`src/rtl/core/nnis_pkg.sv`:
```
// shared constants, register codes and helpers of the nearest neighbor scaler
package nnis_pkg;

	// configuration register widths
	localparam int CFG_W    = 9;
	localparam int CH_REG_W = 3;
	localparam int CFG_IDX_W = 3;

	// default size limits
	localparam int DEF_MAX_WIDTH    = 256;
	localparam int DEF_MAX_HEIGHT   = 256;
	localparam int DEF_MAX_CHANNELS = 4;

	// reset values of the configuration registers
	localparam int RST_DIM      = 256;
	localparam int RST_CHANNELS = 3;

	// byte and channel field widths
	localparam int BYTE_W = 8;
	localparam int CHAN_W = 2;

	// register indexes
	typedef enum logic [CFG_IDX_W-1:0] {
		REG_SRC_WIDTH  = 3'd0,
		REG_SRC_HEIGHT = 3'd1,
		REG_DST_WIDTH  = 3'd2,
		REG_DST_HEIGHT = 3'd3,
		REG_CHANNELS   = 3'd4
	} cfg_reg_t;

	// item operations
	localparam logic OP_LOAD = 1'b0;
	localparam logic OP_EMIT = 1'b1;

	// bits needed to index n entries, at least one
	function automatic int addr_bits(input int n);
		return (n > 1) ? $clog2(n) : 1;
	endfunction

	// a zero register counts as 1, a value above the limit as the limit
	function automatic int clamp_dim(input int v, input int hi);
		int r;
		r = v;
		if (v == 0) begin
			r = 1;
		end else if (v > hi) begin
			r = hi;
		end
		return r;
	endfunction

endpackage

```
`src/rtl/core/nnis_ram.sv`:
```
// generic simple dual port ram with registered read
module nnis_ram
	import nnis_pkg::*;
#(
	parameter int WIDTH = 8,
	parameter int DEPTH = 256
) (
	input  logic                       clk,
	input  logic                       wr_en,
	input  logic [addr_bits(DEPTH)-1:0] wr_addr,
	input  logic [WIDTH-1:0]           wr_data,
	input  logic                       rd_en,
	input  logic [addr_bits(DEPTH)-1:0] rd_addr,
	output logic [WIDTH-1:0]           rd_data
);

	logic [WIDTH-1:0] mem [DEPTH];

	// write port
	always_ff @(posedge clk) begin
		if (wr_en) begin
			mem[wr_addr] <= wr_data;
		end
	end

	// registered read, holds while not enabled
	always_ff @(posedge clk) begin
		if (rd_en) begin
			rd_data <= mem[rd_addr];
		end
	end

endmodule

```
`config.mk`:
```
export PLATFORM = sky130hd
export DESIGN_NAME = nnis_ram
export DESIGN_NICKNAME = d
export VERILOG_FILES = /design/src/rtl/core/nnis_pkg.sv /design/src/rtl/core/nnis_ram.sv
export SDC_FILE = /design/constraint.sdc
export NUM_CORES = 2
export LEC_CHECK = 0
export BUFFER_PORTS_ARGS = -buffer_cell sky130_fd_sc_hd__buf_2
export CAP_MARGIN = 20
export CORE_ASPECT_RATIO = 0.75
export CORE_MARGIN = 3
export CORE_UTILIZATION = 45
export CTS_CLUSTER_SIZE = 14
export DETAILED_ROUTE_END_ITERATION = 10
export PLACE_DENSITY_LB_ADDON = 0.05
export RECOVER_POWER = 100
export SYNTH_ARGS = -nofsm -noshare
export SYNTH_HDL_FRONTEND = slang
export SYNTH_SLANG_ARGS = --single-unit
```
`constraint.sdc`:
```
create_clock -name clk -period 4.8 [get_ports clk]
set_input_delay 0.48 -clock clk [delete_from_list [all_inputs] [get_ports clk]]
set_output_delay 0.48 -clock clk [all_outputs]
set_load 0.05 [all_outputs]
```
Word-level counts from Yosys, hierarchy flattened
Memories as Yosys holds them, arrays and structs flattened. A register that Yosys moved wholly into a read port is not among the register bits.
Cells that the tools add are included.

word-level totals
  flip-flop bits (word level) = 0
  bits in writable memories = 2048
  bits of input ports = 27
  word-level logic and storage cells = 3
  memories = 1

cells by class
  mux-type cells = 2

memories
  memory  words  bits a word  read ports  clocked after Yosys merged registers in  wr ports  RTL line        source
  mem     256    8            1           1                                        1         nnis_ram.sv:17  logic [WIDTH-1:0] mem [DEPTH];

operators with widths
  operator  count
  $mux 1    2

Depth between registers and ports, before layout
  depth in word-level cells = 2
  gate-level depth with buffers = 11
  gate-level depth less buffers = 6

Worst setup path after synthesis
OpenSTA, ideal clock, no wires.

  kind = input to register
  start point = input port rd_addr[0]
  end point = register rd_data[2], read port of mem, data pin
  data arrival time = 2.287 ns
  slack = 2.244 ns
  stages on the path = 9
  path buffers = 4
  cell sequence = buf_6 > buf_12 > buf_8 > buf_2 > mux4_2 > a22oi_1 > a21oi_1 > nor4_1 > nor4_2

RTL lines
  element      RTL line        source
  from (decl)  nnis_ram.sv:13  input logic [addr_bits(DEPTH)-1:0] rd_addr,
  to (decl)    nnis_ram.sv:14  output logic [WIDTH-1:0] rd_data

Final worst setup path
  start point = input port wr_data[0]
  end point = memory mem[4][0], data pin

RTL lines
  element      RTL line        source
  from (decl)  nnis_ram.sv:11  input logic [WIDTH-1:0] wr_data,
  to (decl)    nnis_ram.sv:17

No word-level cell before the write port.

==> qor.csv <==
stage;metric;value;unit
synthesis;ys_warn_count;0;
setup_path;arrival;4.24;ns
synthesis;synth_edf_count;2056;
power_and_ir_drop;p_clk_share;40.1;%
synthesis;syn_inst;3733;
sta;hold_violations;0;
cells_and_area;drive_above_1_share;21.50;%
synthesis;synth_flop_cell;edfxtp_1;
cts;cts_resized;0;
synthesis;syn_area;79640;um^2
sta;finalMaxSlewViolations;1185;
setup_path;critPathMaxFanout;106;
power_and_ir_drop;swShare;21.60;%
synthesis;synth.avg_cell_area;21.33;um^2
global_routing;grt_pass1_wl;310400;um
die;initial_core_util;45.36;%
route;top_layer_used;met5;
worst_hold_path;min_path_type;input pin to flip-flop;
setup_path;slowest_delay;1.92;ns
cells_and_area;nets;3926;
route;drc_errors;0;
sta;slew_headroom;-165.9;%
setup_path;endpoint;mem[4][0];
cts;cts_inserted_buffers;198;
setup_path;worstSetupStartpointType;input pin;
setup_path;path_delay_family;buffers and inverters;
synthesis;synth_seq_area_share;77.53;%
route;wl_met2;98870;um
power_and_ir_drop;pwr-share-comb;5.3;%
sta;final-setup-viol-count;0;
cells_and_area;final_area;88630;um^2
power_and_ir_drop;powerDensity;409.8;nW/um^2
cts;clk_pin_slew;0.07;ns
cts;cts_hold_buf;0;
setup_path;r2r_slack;1.62;ns
setup_path;cp_cell_sequence;clkbuf_2 > clkbuf_1;
die;die_x;491.8;um
synthesis;synth_seq_cells;2056;
power_and_ir_drop;p_switching;7.846;mW
route;via_per_inst;6.166;
synthesis;synth.distinct_cells;54;
cts;cts_root_buf;clkbuf_16;
setup_path;cp.buffers_inverters;2;
synthesis;synth_top_cell_area_share;77.53;%
sta;setup_tns;0;ns
worst_hold_path;worstHoldStart;rd_en;
status;failed_checks;capacitance limit, slew limit;
place;placed_cell_area;82950;um^2
cts;cts_tree;built;
place;dp_hpwl;138100;um
route;num_vias;39620;
setup_path;critPathKind;input pin to flip-flop;
power_and_ir_drop;vdd_drop_max;298.7;uV
cts;clock_path_buffers;3;
setup_path;cp-startpoint;wr_data[0];
setup_path;crit_path_top_delay_cell;clkbuf_1;
synthesis;ys_top_cells_by_area;edfxtp_1 78%, mux4_2 13%, mux2i_1 1.7%, nor2_1 1.3%, a22oi_1 1.3%;
power_and_ir_drop;leakage;27.04;nW
sta;timing.final.crit_share;83.37;%
cts;cts_sinks;2056;
global_routing;grt_max_degree;135;
cts;insertion_delay;0.81;ns
setup_path;ff2ff_path_depth;6;
global_routing;antenna_found_initial;22;
setup_path;worst-path-stages;2;
sta;rsz0062_at_grt;false;
die;boundaryPins;35;
power_and_ir_drop;p_seq_share;54.7;%
setup_path;crit-reg2reg-launch;mem[211][5];
route;met3_length;20350;um
setup_path;endpoint_kind;flip-flop;
synthesis;synth_common_cells;2056 x edfxtp_1, 454 x mux4_2, 282 x nor2_1;
cts;htreeDepth;4;
setup_path;r2r_end;rd_data[5];
power_and_ir_drop;internal_power;28.47;mW
run;cap_violations;21;
sta;clock-skew-final;0.02907;ns
sta;finalCriticalPeriod;4.002;ns
route;ant_nets;0;
cells_and_area;area_growth;11.29;%
global_routing;grt_pass1_vias;39690;
synthesis;synth_most_common_cell;edfxtp_1;
synthesis;syn-num-nets;3760;
place;place_congestion;0.8168;
route;initialDrtViolationCount;5153;
die;die_area;182100;um^2
global_routing;grt_usage;24.24;%
route;dr.pass1.iters;6;
global_routing;grt.overflow.total;0;
die;placementRows;133;
die;die_h;370.3;um
status;outcome;finished with violations;
route;wl_met1;96100;um
setup_path;required;5.04;ns
synthesis;yosys.area.top_type;edfxtp_1;
synthesis;async_flop_share;0;%
sta;worst_pin_slew;3.989;ns
route;detail_route.wl_per_cell;34.25;um
die;core;175600;um^2
sta;fmax;249.9;MHz
place;io_buffers;34;
cts;post_cts_buffers;0;
route;wirelength;220000;um
worst_hold_path;hold-path-cell-count;1;
[cell families (layout without fill, tap and decap cells)]
| group | count (synthesis) | count (layout) | synth area share [%] |
|---|---|---|---|
| flops | 2056 | 2056 | 77.53 |
| simple gates | 466 | 466 | 2.625 |
| buf+inv | 235 | 558 | 1.829 |
| mux | 591 | 591 | 14.60 |
| other cells | 0 | 7 | 0 |
| compound gates | 385 | 385 | 3.416 |
[power groups by stage]
stage | Sequential [mW] | Combinational, mW | Clock (mW)
floorplan | 20.2 | 0.962 | 0
detailed placement | 20.2 | 1.94 | 0
global route | 19.9 | 2.02 | 15.6
finish | 19.9 | 1.91 | 14.5
global placement | 20.2 | 1.91 | 0
CTS | 19.8 | 1.94 | 14.9
[routing by layer]
metal	GRT usage, %	vias up
met4	5.607	6
met1	37.05	21460
li1	-	16050
met3	5.764	270
met2	35.41	1831
met5	0	-
[stage by stage]
step | utilization [%] | setup slack, ns | hold WS, ns | std cells | power (mW)
3_5_place_dp | 47.25 | 0.3976 | 0.9653 | 6058 | 22.16
3_3_place_gp | 47.21 | 0.3268 | 0.9677 | 6052 | 22.12
2_1_floorplan | - | 2.244 | 0.5789 | 3733 | 21.19
6_report | 50.48 | 0.7983 | 0.4417 | 6425 | 36.32
4_1_cts | 50.61 | 1.295 | 0.07428 | 6415 | 36.64
5_1_grt | 50.47 | 0.5790 | 0.3922 | 6419 | 37.45
[layout make-up]
cell class | count | area, um^2
diodes | 7 | 17.52
clock buffers | 248 | 5228
clock inverters | 109 | 676.9
fillers | 13890 | 86930
inverters | 2 | 7.507
multi-input cells | 1442 | 16470
flip-flops and latches | 2056 | 61740
well taps | 2362 | 2955
repair buffers | 199 | 1534
[state kept, by name, indices dropped and copies added, names as in the netlist]
| register | count |
|---|---|
| rd_data | 8 |
| mem | 2048 |
[layout by cell type (no fill, tap or decap), types with 21 or more instances in the layout]
cell type	netlist	routed
nand2_1	33	33
a22oi_1	133	133
nor2b_1	31	28
a21oi_1	96	96
clkbuf_1	111	96
o221ai_1	46	46
edfxtp_1	2056	2056
mux2i_1	134	134
buf_4	27	100
buf_12	8	22
nor3_1	22	21
mux4_2	454	454
nor4_1	24	25
clkbuf_16	0	202
clkinv_1	1	63
nor2_1	282	279
o22ai_1	28	28
clkinv_2	0	32
nand3_1	34	34
[how the worst min path moves through the flow]
| stage | end | slack (ns) |
|---|---|---|
| detailed placement | rd_data[1] | 0.97 |
| floorplan | mem[0][0] | 0.58 |
| finish | rd_data[4] | 0.44 |
| global placement | rd_data[1] | 0.97 |
| CTS | rd_data[4] | 0.07 |
| global route | rd_data[4] | 0.39 |
No activity file was read; power rests on OpenSTA's default activity.
