--- config.mk ---
export PLATFORM = sky130hd
export DESIGN_NAME = nnis_div
export DESIGN_NICKNAME = d
export VERILOG_FILES = /design/src/rtl/core/nnis_pkg.sv /design/src/rtl/core/nnis_div.sv
export SDC_FILE = /design/constraint.sdc
export NUM_CORES = 1
export LEC_CHECK = 0
export BUFFER_PORTS_ARGS = -buffer_cell sky130_fd_sc_hd__buf_2
export CORE_ASPECT_RATIO = 0.9
export CORE_MARGIN = 1
export CORE_UTILIZATION = 40
export DETAILED_ROUTE_END_ITERATION = 12
export PLACE_DENSITY_LB_ADDON = 0.2
export SYNTH_ARGS = -nofsm -noshare
export SYNTH_HDL_FRONTEND = slang
export SYNTH_SLANG_ARGS = --single-unit
export TNS_END_PERCENT = 30
--- constraint.sdc ---
create_clock -name clk -period 2.5 [get_ports clk]
set_clock_uncertainty 0.15 [all_clocks]
set_input_delay 0.625 -clock clk [delete_from_list [all_inputs] [get_ports clk]]
set_output_delay 0.625 -clock clk [all_outputs]
set_load 0.02 [all_outputs]
--- src/rtl/core/nnis_pkg.sv ---
// shared constants, register codes and helpers of the nearest neighbor scaler
package nnis_pkg;

	// configuration register widths
	localparam int CFG_W    = 9;
	localparam int CH_REG_W = 3;
	localparam int CFG_IDX_W = 3;

	// default size limits
	localparam int DEF_MAX_WIDTH    = 256;
	localparam int DEF_MAX_HEIGHT   = 256;
	localparam int DEF_MAX_CHANNELS = 4;

	// reset values of the configuration registers
	localparam int RST_DIM      = 256;
	localparam int RST_CHANNELS = 3;

	// byte and channel field widths
	localparam int BYTE_W = 8;
	localparam int CHAN_W = 2;

	// register indexes
	typedef enum logic [CFG_IDX_W-1:0] {
		REG_SRC_WIDTH  = 3'd0,
		REG_SRC_HEIGHT = 3'd1,
		REG_DST_WIDTH  = 3'd2,
		REG_DST_HEIGHT = 3'd3,
		REG_CHANNELS   = 3'd4
	} cfg_reg_t;

	// item operations
	localparam logic OP_LOAD = 1'b0;
	localparam logic OP_EMIT = 1'b1;

	// bits needed to index n entries, at least one
	function automatic int addr_bits(input int n);
		return (n > 1) ? $clog2(n) : 1;
	endfunction

	// a zero register counts as 1, a value above the limit as the limit
	function automatic int clamp_dim(input int v, input int hi);
		int r;
		r = v;
		if (v == 0) begin
			r = 1;
		end else if (v > hi) begin
			r = hi;
		end
		return r;
	endfunction

endpackage

--- src/rtl/core/nnis_div.sv ---
// restoring divider, one quotient bit per cycle
module nnis_div
	import nnis_pkg::*;
#(
	parameter int NW = 17,
	parameter int DW = 9
) (
	input  logic          clk,
	input  logic          arst_n,
	input  logic          start,
	input  logic [NW-1:0] dividend,
	input  logic [DW-1:0] divisor,
	output logic          done,
	output logic [NW-1:0] quotient,
	output logic [DW-1:0] remainder
);

	localparam int CNTW = addr_bits(NW);

	logic [NW-1:0]   quo_q;
	logic [DW-1:0]   rem_q;
	logic [DW-1:0]   divisor_q;
	logic [CNTW-1:0] cnt_q;
	logic            run_q;
	logic            done_q;

	logic [DW:0] shifted;
	logic [DW:0] diff;
	logic        fits;

	// trial subtraction of one step
	always_comb begin
		shifted = {rem_q, quo_q[NW-1]};
		diff    = shifted - {1'b0, divisor_q};
		fits    = !diff[DW];
	end

	// control
	always_ff @(posedge clk or negedge arst_n) begin
		if (!arst_n) begin
			run_q  <= 1'b0;
			done_q <= 1'b0;
			cnt_q  <= '0;
		end else begin
			done_q <= 1'b0;
			if (start) begin
				run_q <= 1'b1;
				cnt_q <= CNTW'(NW - 1);
			end else if (run_q) begin
				if (cnt_q == '0) begin
					run_q  <= 1'b0;
					done_q <= 1'b1;
				end else begin
					cnt_q <= cnt_q - CNTW'(1);
				end
			end
		end
	end

	// datapath
	always_ff @(posedge clk) begin
		if (start) begin
			quo_q     <= dividend;
			rem_q     <= '0;
			divisor_q <= divisor;
		end else if (run_q) begin
			quo_q <= {quo_q[NW-2:0], fits};
			rem_q <= fits ? diff[DW-1:0] : shifted[DW-1:0];
		end
	end

	assign done      = done_q;
	assign quotient  = quo_q;
	assign remainder = rem_q;

endmodule

Yosys cells after proc, flatten, opt, wreduce, memory -nomap -nowiden
Index checks and enable logic that the tools add are counted.
{"block": "classes", "n_reduce_logical": 4, "mux": 12, "eq_ne": 1, "addsub": 2}
{"cell": "$mux W17", "n": 2}
{"cell": "$mux W5", "n": 3}
{"cell": "$sub A10 B9 Y10", "n": 1}
{"cell": "$mux W9", "n": 1}
{"cell": "$mux W1", "n": 6}
{"cell": "$logic_not A5 Y1", "n": 1}
{"cell": "$sub A5 B1 Y5 const B", "n": 1}
{"cell": "$ne A2 B2 Y1 const B", "n": 1}
{"cell": "$reduce_and A2 Y1", "n": 1}
{"cell": "$reduce_bool A2 Y1", "n": 1}
{"cell": "$logic_not A1 Y1", "n": 1}
{"block": "totals", "reg_bits": 42, "input_bits": 29, "wordCells": 25, "out_inout_bits": 27}

Depth between registers and ports, before layout
{"block": "logic_depth", "word_depth": 4, "mapped_depth": 10, "mapped_depth_nobuf": 9}

Worst setup path after synthesis
Ideal clock, no wire load.
{"block": "synth_path", "path_kind": "flip-flop to flip-flop", "startpoint": "register rem_q[5], in the netlist remainder[5]", "endpoint": "register quo_q[0], in the netlist quotient[0] (data pin)", "path_stages_with_launch": 10, "t_arrival_ns": 2.164, "synth_period_minus_slack_ns": 2.574, "path_slack_ns": -0.074, "setup_time_ns": 0.260, "path_buffers": 2, "required_ns": 2.090, "cell_sequence": "dfxtp_1 -> ha_1 -> a21o_1 -> a21oi_1 -> o221ai_1 -> a41o_1 -> buf_6 -> or2_1 -> buf_6 -> mux2_2"}
{"block": "synth_between", "elab_chain_len": 4}
{"element": "start, declared", "line_no": "nnis_div.sv:21", "rtl": "logic [DW-1:0] rem_q;"}
{"element": "start signal, assigned", "line_no": "nnis_div.sv:68", "rtl": "rem_q <= fits ? diff[DW-1:0] : shifted[DW-1:0];"}
{"element": "$sub A10 B9 Y10", "line_no": "nnis_div.sv:34", "rtl": "diff = shifted - {1'b0, divisor_q};"}
{"element": "$logic_not A1 Y1", "line_no": "nnis_div.sv:35", "rtl": "fits = !diff[DW];"}
{"element": "$mux W17", "line_no": "nnis_div.sv:66", "rtl": "end else if (run_q) begin"}
{"element": "$mux W17", "line_no": "nnis_div.sv:62", "rtl": "if (start) begin"}
{"element": "end signal, assigned", "line_no": "nnis_div.sv:63", "rtl": "quo_q <= dividend;"}
{"element": "end signal, assigned", "line_no": "nnis_div.sv:67", "rtl": "quo_q <= {quo_q[NW-2:0], fits};"}
{"element": "end, declared", "line_no": "nnis_div.sv:20", "rtl": "logic [NW-1:0] quo_q;"}
Every way passes these cells. The select of a mux whose other input is x is not followed.
A chain may end at the register's enable or synchronous reset.

Final worst setup path
{"block": "layout_path", "startpoint": "register divisor_q[6]", "endpoint": "register quo_q[0], in the netlist quotient[0] (data pin)"}
{"block": "layout_between", "elab_chain_len": 4}
{"element": "start, declared", "line_no": "nnis_div.sv:22", "rtl": "logic [DW-1:0] divisor_q;"}
{"element": "start signal, assigned", "line_no": "nnis_div.sv:65", "rtl": "divisor_q <= divisor;"}
{"element": "$sub A10 B9 Y10", "line_no": "nnis_div.sv:34"}
{"element": "$logic_not A1 Y1", "line_no": "nnis_div.sv:35"}
{"element": "$mux W17", "line_no": "nnis_div.sv:66"}
{"element": "$mux W17", "line_no": "nnis_div.sv:62"}
Every way passes these cells. The select of a mux whose other input is x is not followed.

==> run metrics <==
max-slew violation count=0; Worst slew margin=0.6391; initial DRC count=90; Die Wd=80.01 um; Worst Tran Pin Value=between 0.5 and 0.6 ns; Cell Pwr Density=1111 nW/um^2; Post-Route Utilization=0.5155; Vias/cell=5.117; P_leak=1.233 nW; CP arrival=between 2 and 2.5 ns; Worst Setup EP=quotient[0]$_DFFE_PP_; Synth Instances=188; Hold Slack=0.3548 ns; total wire length=4495 um; Inst Count DP=316; reg2reg setup slack=~0.11 ns; Max Root-Sink Buffers=2; number of port buffers=55; HP Class=input port to register; R2R cell count=8; num rows=25; clock slew at reported path FFs=0.08 ns; Initial Util=0.4169; number of global-route vias before repair=1529; Filler cells=517; Post-synth EDFFs=26; ranking of synthesized cells by area=edfxtp_1 36%, dfxtp_1 8.2%, dfrtp_1 8.0%, mux2_1 7.2%, ha_1 6.3%; Die ar.=5778 um^2; Distinct cells, synth=between 40 and 50; core area=5255 um^2; area leader, netlist=edfxtp_1; syn nets=229; Setup-failing EPs final=0; total clock sinks=42; setup bufs post-CTS=0; Avg Cell Area, Syn=11.65 um^2; Syn-to-layout area delta=23.64%; synthesis-stage register bit count=between 40 and 50; die height=72.21 um; CP startpoint kind=register; final RePlAce weighted congestion=about 0.82; FF-to-FF Start=divisor_q[6]$_DFFE_PP_; sequential area share after synthesis=0.5186; CTS tree=done; Clock Tree Root=clkbuf_8; Critical Path Fanout Max=8; # DRC=0; final non-filler cell total=326; min Tclk post-route=2.390 ns; area share of the largest cell type after synthesis=0.3564; post-DR wirelength/cell=13.79 um; layout cells sized above 1=0.3295; Peak VDD IR=432.4 uV; cell area after synthesis=2191 um^2; Worst EP required=2.41 ns; Crit Path Category=register to register; MaxCap Viol Count=0; global-route usage over all layers=0.1685; Setup TNS=0 ns; nets=298; ys async rst share=0.1667; CP endpoint kind=register; vias post-DR=1668; Final Hold Viols=0; worst setup path start=divisor_q[6]$_DFFE_PP_; Worst R2R End=quotient[0]$_DFFE_PP_; fmax=418.5 MHz; first-pass detailed-route iteration total=4; ANT nets after route=0; cts bufs inserted=5; RSZ-0062 raised after global routing=no; Skew-Pair Late Insertion Delay=0.29 ns; io pins=56; Top FF cell, synth=edfxtp_1; Ys Warns=0; htree depth=2; outcome=finished clean; first-pass GRT wire length=7251 um; DP Wirelength=3426 um; Final Cycle Share=0.9558; initial antenna violation count=1; largest net degree at the start of global routing=18; grt ovf=0
==> Yosys cell counts, types with 5 or more instances <==
cell      instances
edfxtp_1         26
ha_1             11
xnor2_1           5
dfrtp_1           7
nor2_1           15
mux2_1           14
nor4_1            5
inv_1            14
nand2_1          11
dfxtp_1           9
==> stage by stage <==
stage	instance area (um^2)	setup WS (ns)	total power [mW]
after floorplan	2197	0.001901	2.167
after global placement	2609	0.1005	2.569
after detailed placement	2609	0.05096	2.568
after CTS	2704	0.04452	3.020
after global routing	2706	0.04868	3.235
final	2709	0.1104	3.011
==> how the worst min path moves through the flow <==
stage / start / cells after the start / endpoint / slack, ns
floorplan: arst_n / 0 / cnt_q[0]$_DFFE_PN0P_ / 0.18
finish: divisor[1] / 1 / divisor_q[1]$_DFFE_PP_ / 0.35
detailed placement: arst_n / 1 / cnt_q[3]$_DFFE_PN0P_ / 0.32
global placement: arst_n / 1 / cnt_q[3]$_DFFE_PN0P_ / 0.32
global route: divisor[7] / 1 / divisor_q[7]$_DFFE_PP_ / 0.34
CTS: divisor[6] / 1 / divisor_q[6]$_DFFE_PP_ / 0.34
==> placed cells by master, fill, tap and decap left out, types with 3 or more instances in the layout <==
master,n
ha_1,10
o21a_1,4
o211ai_1,4
nor4_1,5
inv_1,14
a21oi_1,3
buf_4,12
mux2_2,3
edfxtp_1,26
a21o_1,3
o21ai_0,3
dfrtp_1,7
xnor2_1,5
mux2_1,14
buf_2,55
nand2_1,11
clkbuf_8,5
nand2b_1,4
dfxtp_1,8
a221o_1,3
nor2_1,15
==> registers in the layout, indices dropped and copies added, names as in the netlist <==
| name | count |
|---|---|
| remainder | 9 |
| run_q | 1 |
| quotient | 17 |
| done | 1 |
| cnt_q | 5 |
| divisor_q | 9 |
==> timing repair <==
item / in CTS / in global routing
resized for setup: 0 / 1
hold buffers: 1 / 0
endpoints found under the setup margin: 0 / 1
endpoints found under the hold margin: 7 / 0
==> worst max-delay path, cell delays in order, from the launching register on <==
cell and delay, ns:
edfxtp_1 0.34, inv_1 0.04, ha_1 0.35, a21o_1 0.18
a21oi_1 0.20, o221ai_1 0.12, a41o_1 0.23, or2_4 0.28
mux2_2 0.27
==> metal layers <==
metal  global-route usage  share of wire  vias to the layer above
li1                     -              -                      837
met1               0.2383           0.48                      779
met3              0.04654          0.061                        5
met5                    0              0                        -
met4              0.06349          0.011                        0
met2               0.2460           0.45                       47
==> area by class of cell <==
type / instances / area, um^2 / area share
Clock buffer: 5 / 68.82 / 0.02540
Tap cell: 67 / 83.83 / 0.03095
Inverter: 16 / 60.06 / 0.02217
Timing Repair Buffer: 68 / 375.4 / 0.1386
Sequential cell: 42 / 1137 / 0.4199
Clock inverter: 3 / 16.27 / 0.006005
Multi-Input combinational cell: 124 / 964.7 / 0.3561
Antenna cell: 1 / 2.502 / 0.0009238
==> power by group <==
part,internal [mW],leakage [nW],switching (mW)
Clock,0.191,0.0416,0.239
Combinational,0.654,0.765,0.834
Sequential,0.950,0.427,0.141
Total,1.80,1.23,1.21
==> cells by family (layout without fill, tap and decap cells) <==
kind of cell | after synthesis | after routing | synth area share
other cells | 0 | 1 | 0
simple gates | 52 | 52 | 0.1182
mux | 17 | 17 | 0.08738
flops | 42 | 42 | 0.5186
fa+ha+maj | 12 | 12 | 0.07196
xor+xnor | 7 | 7 | 0.02798
compound gates | 36 | 36 | 0.1314
buf+inv | 22 | 92 | 0.04454
No activity file was read; power rests on OpenSTA's default activity.
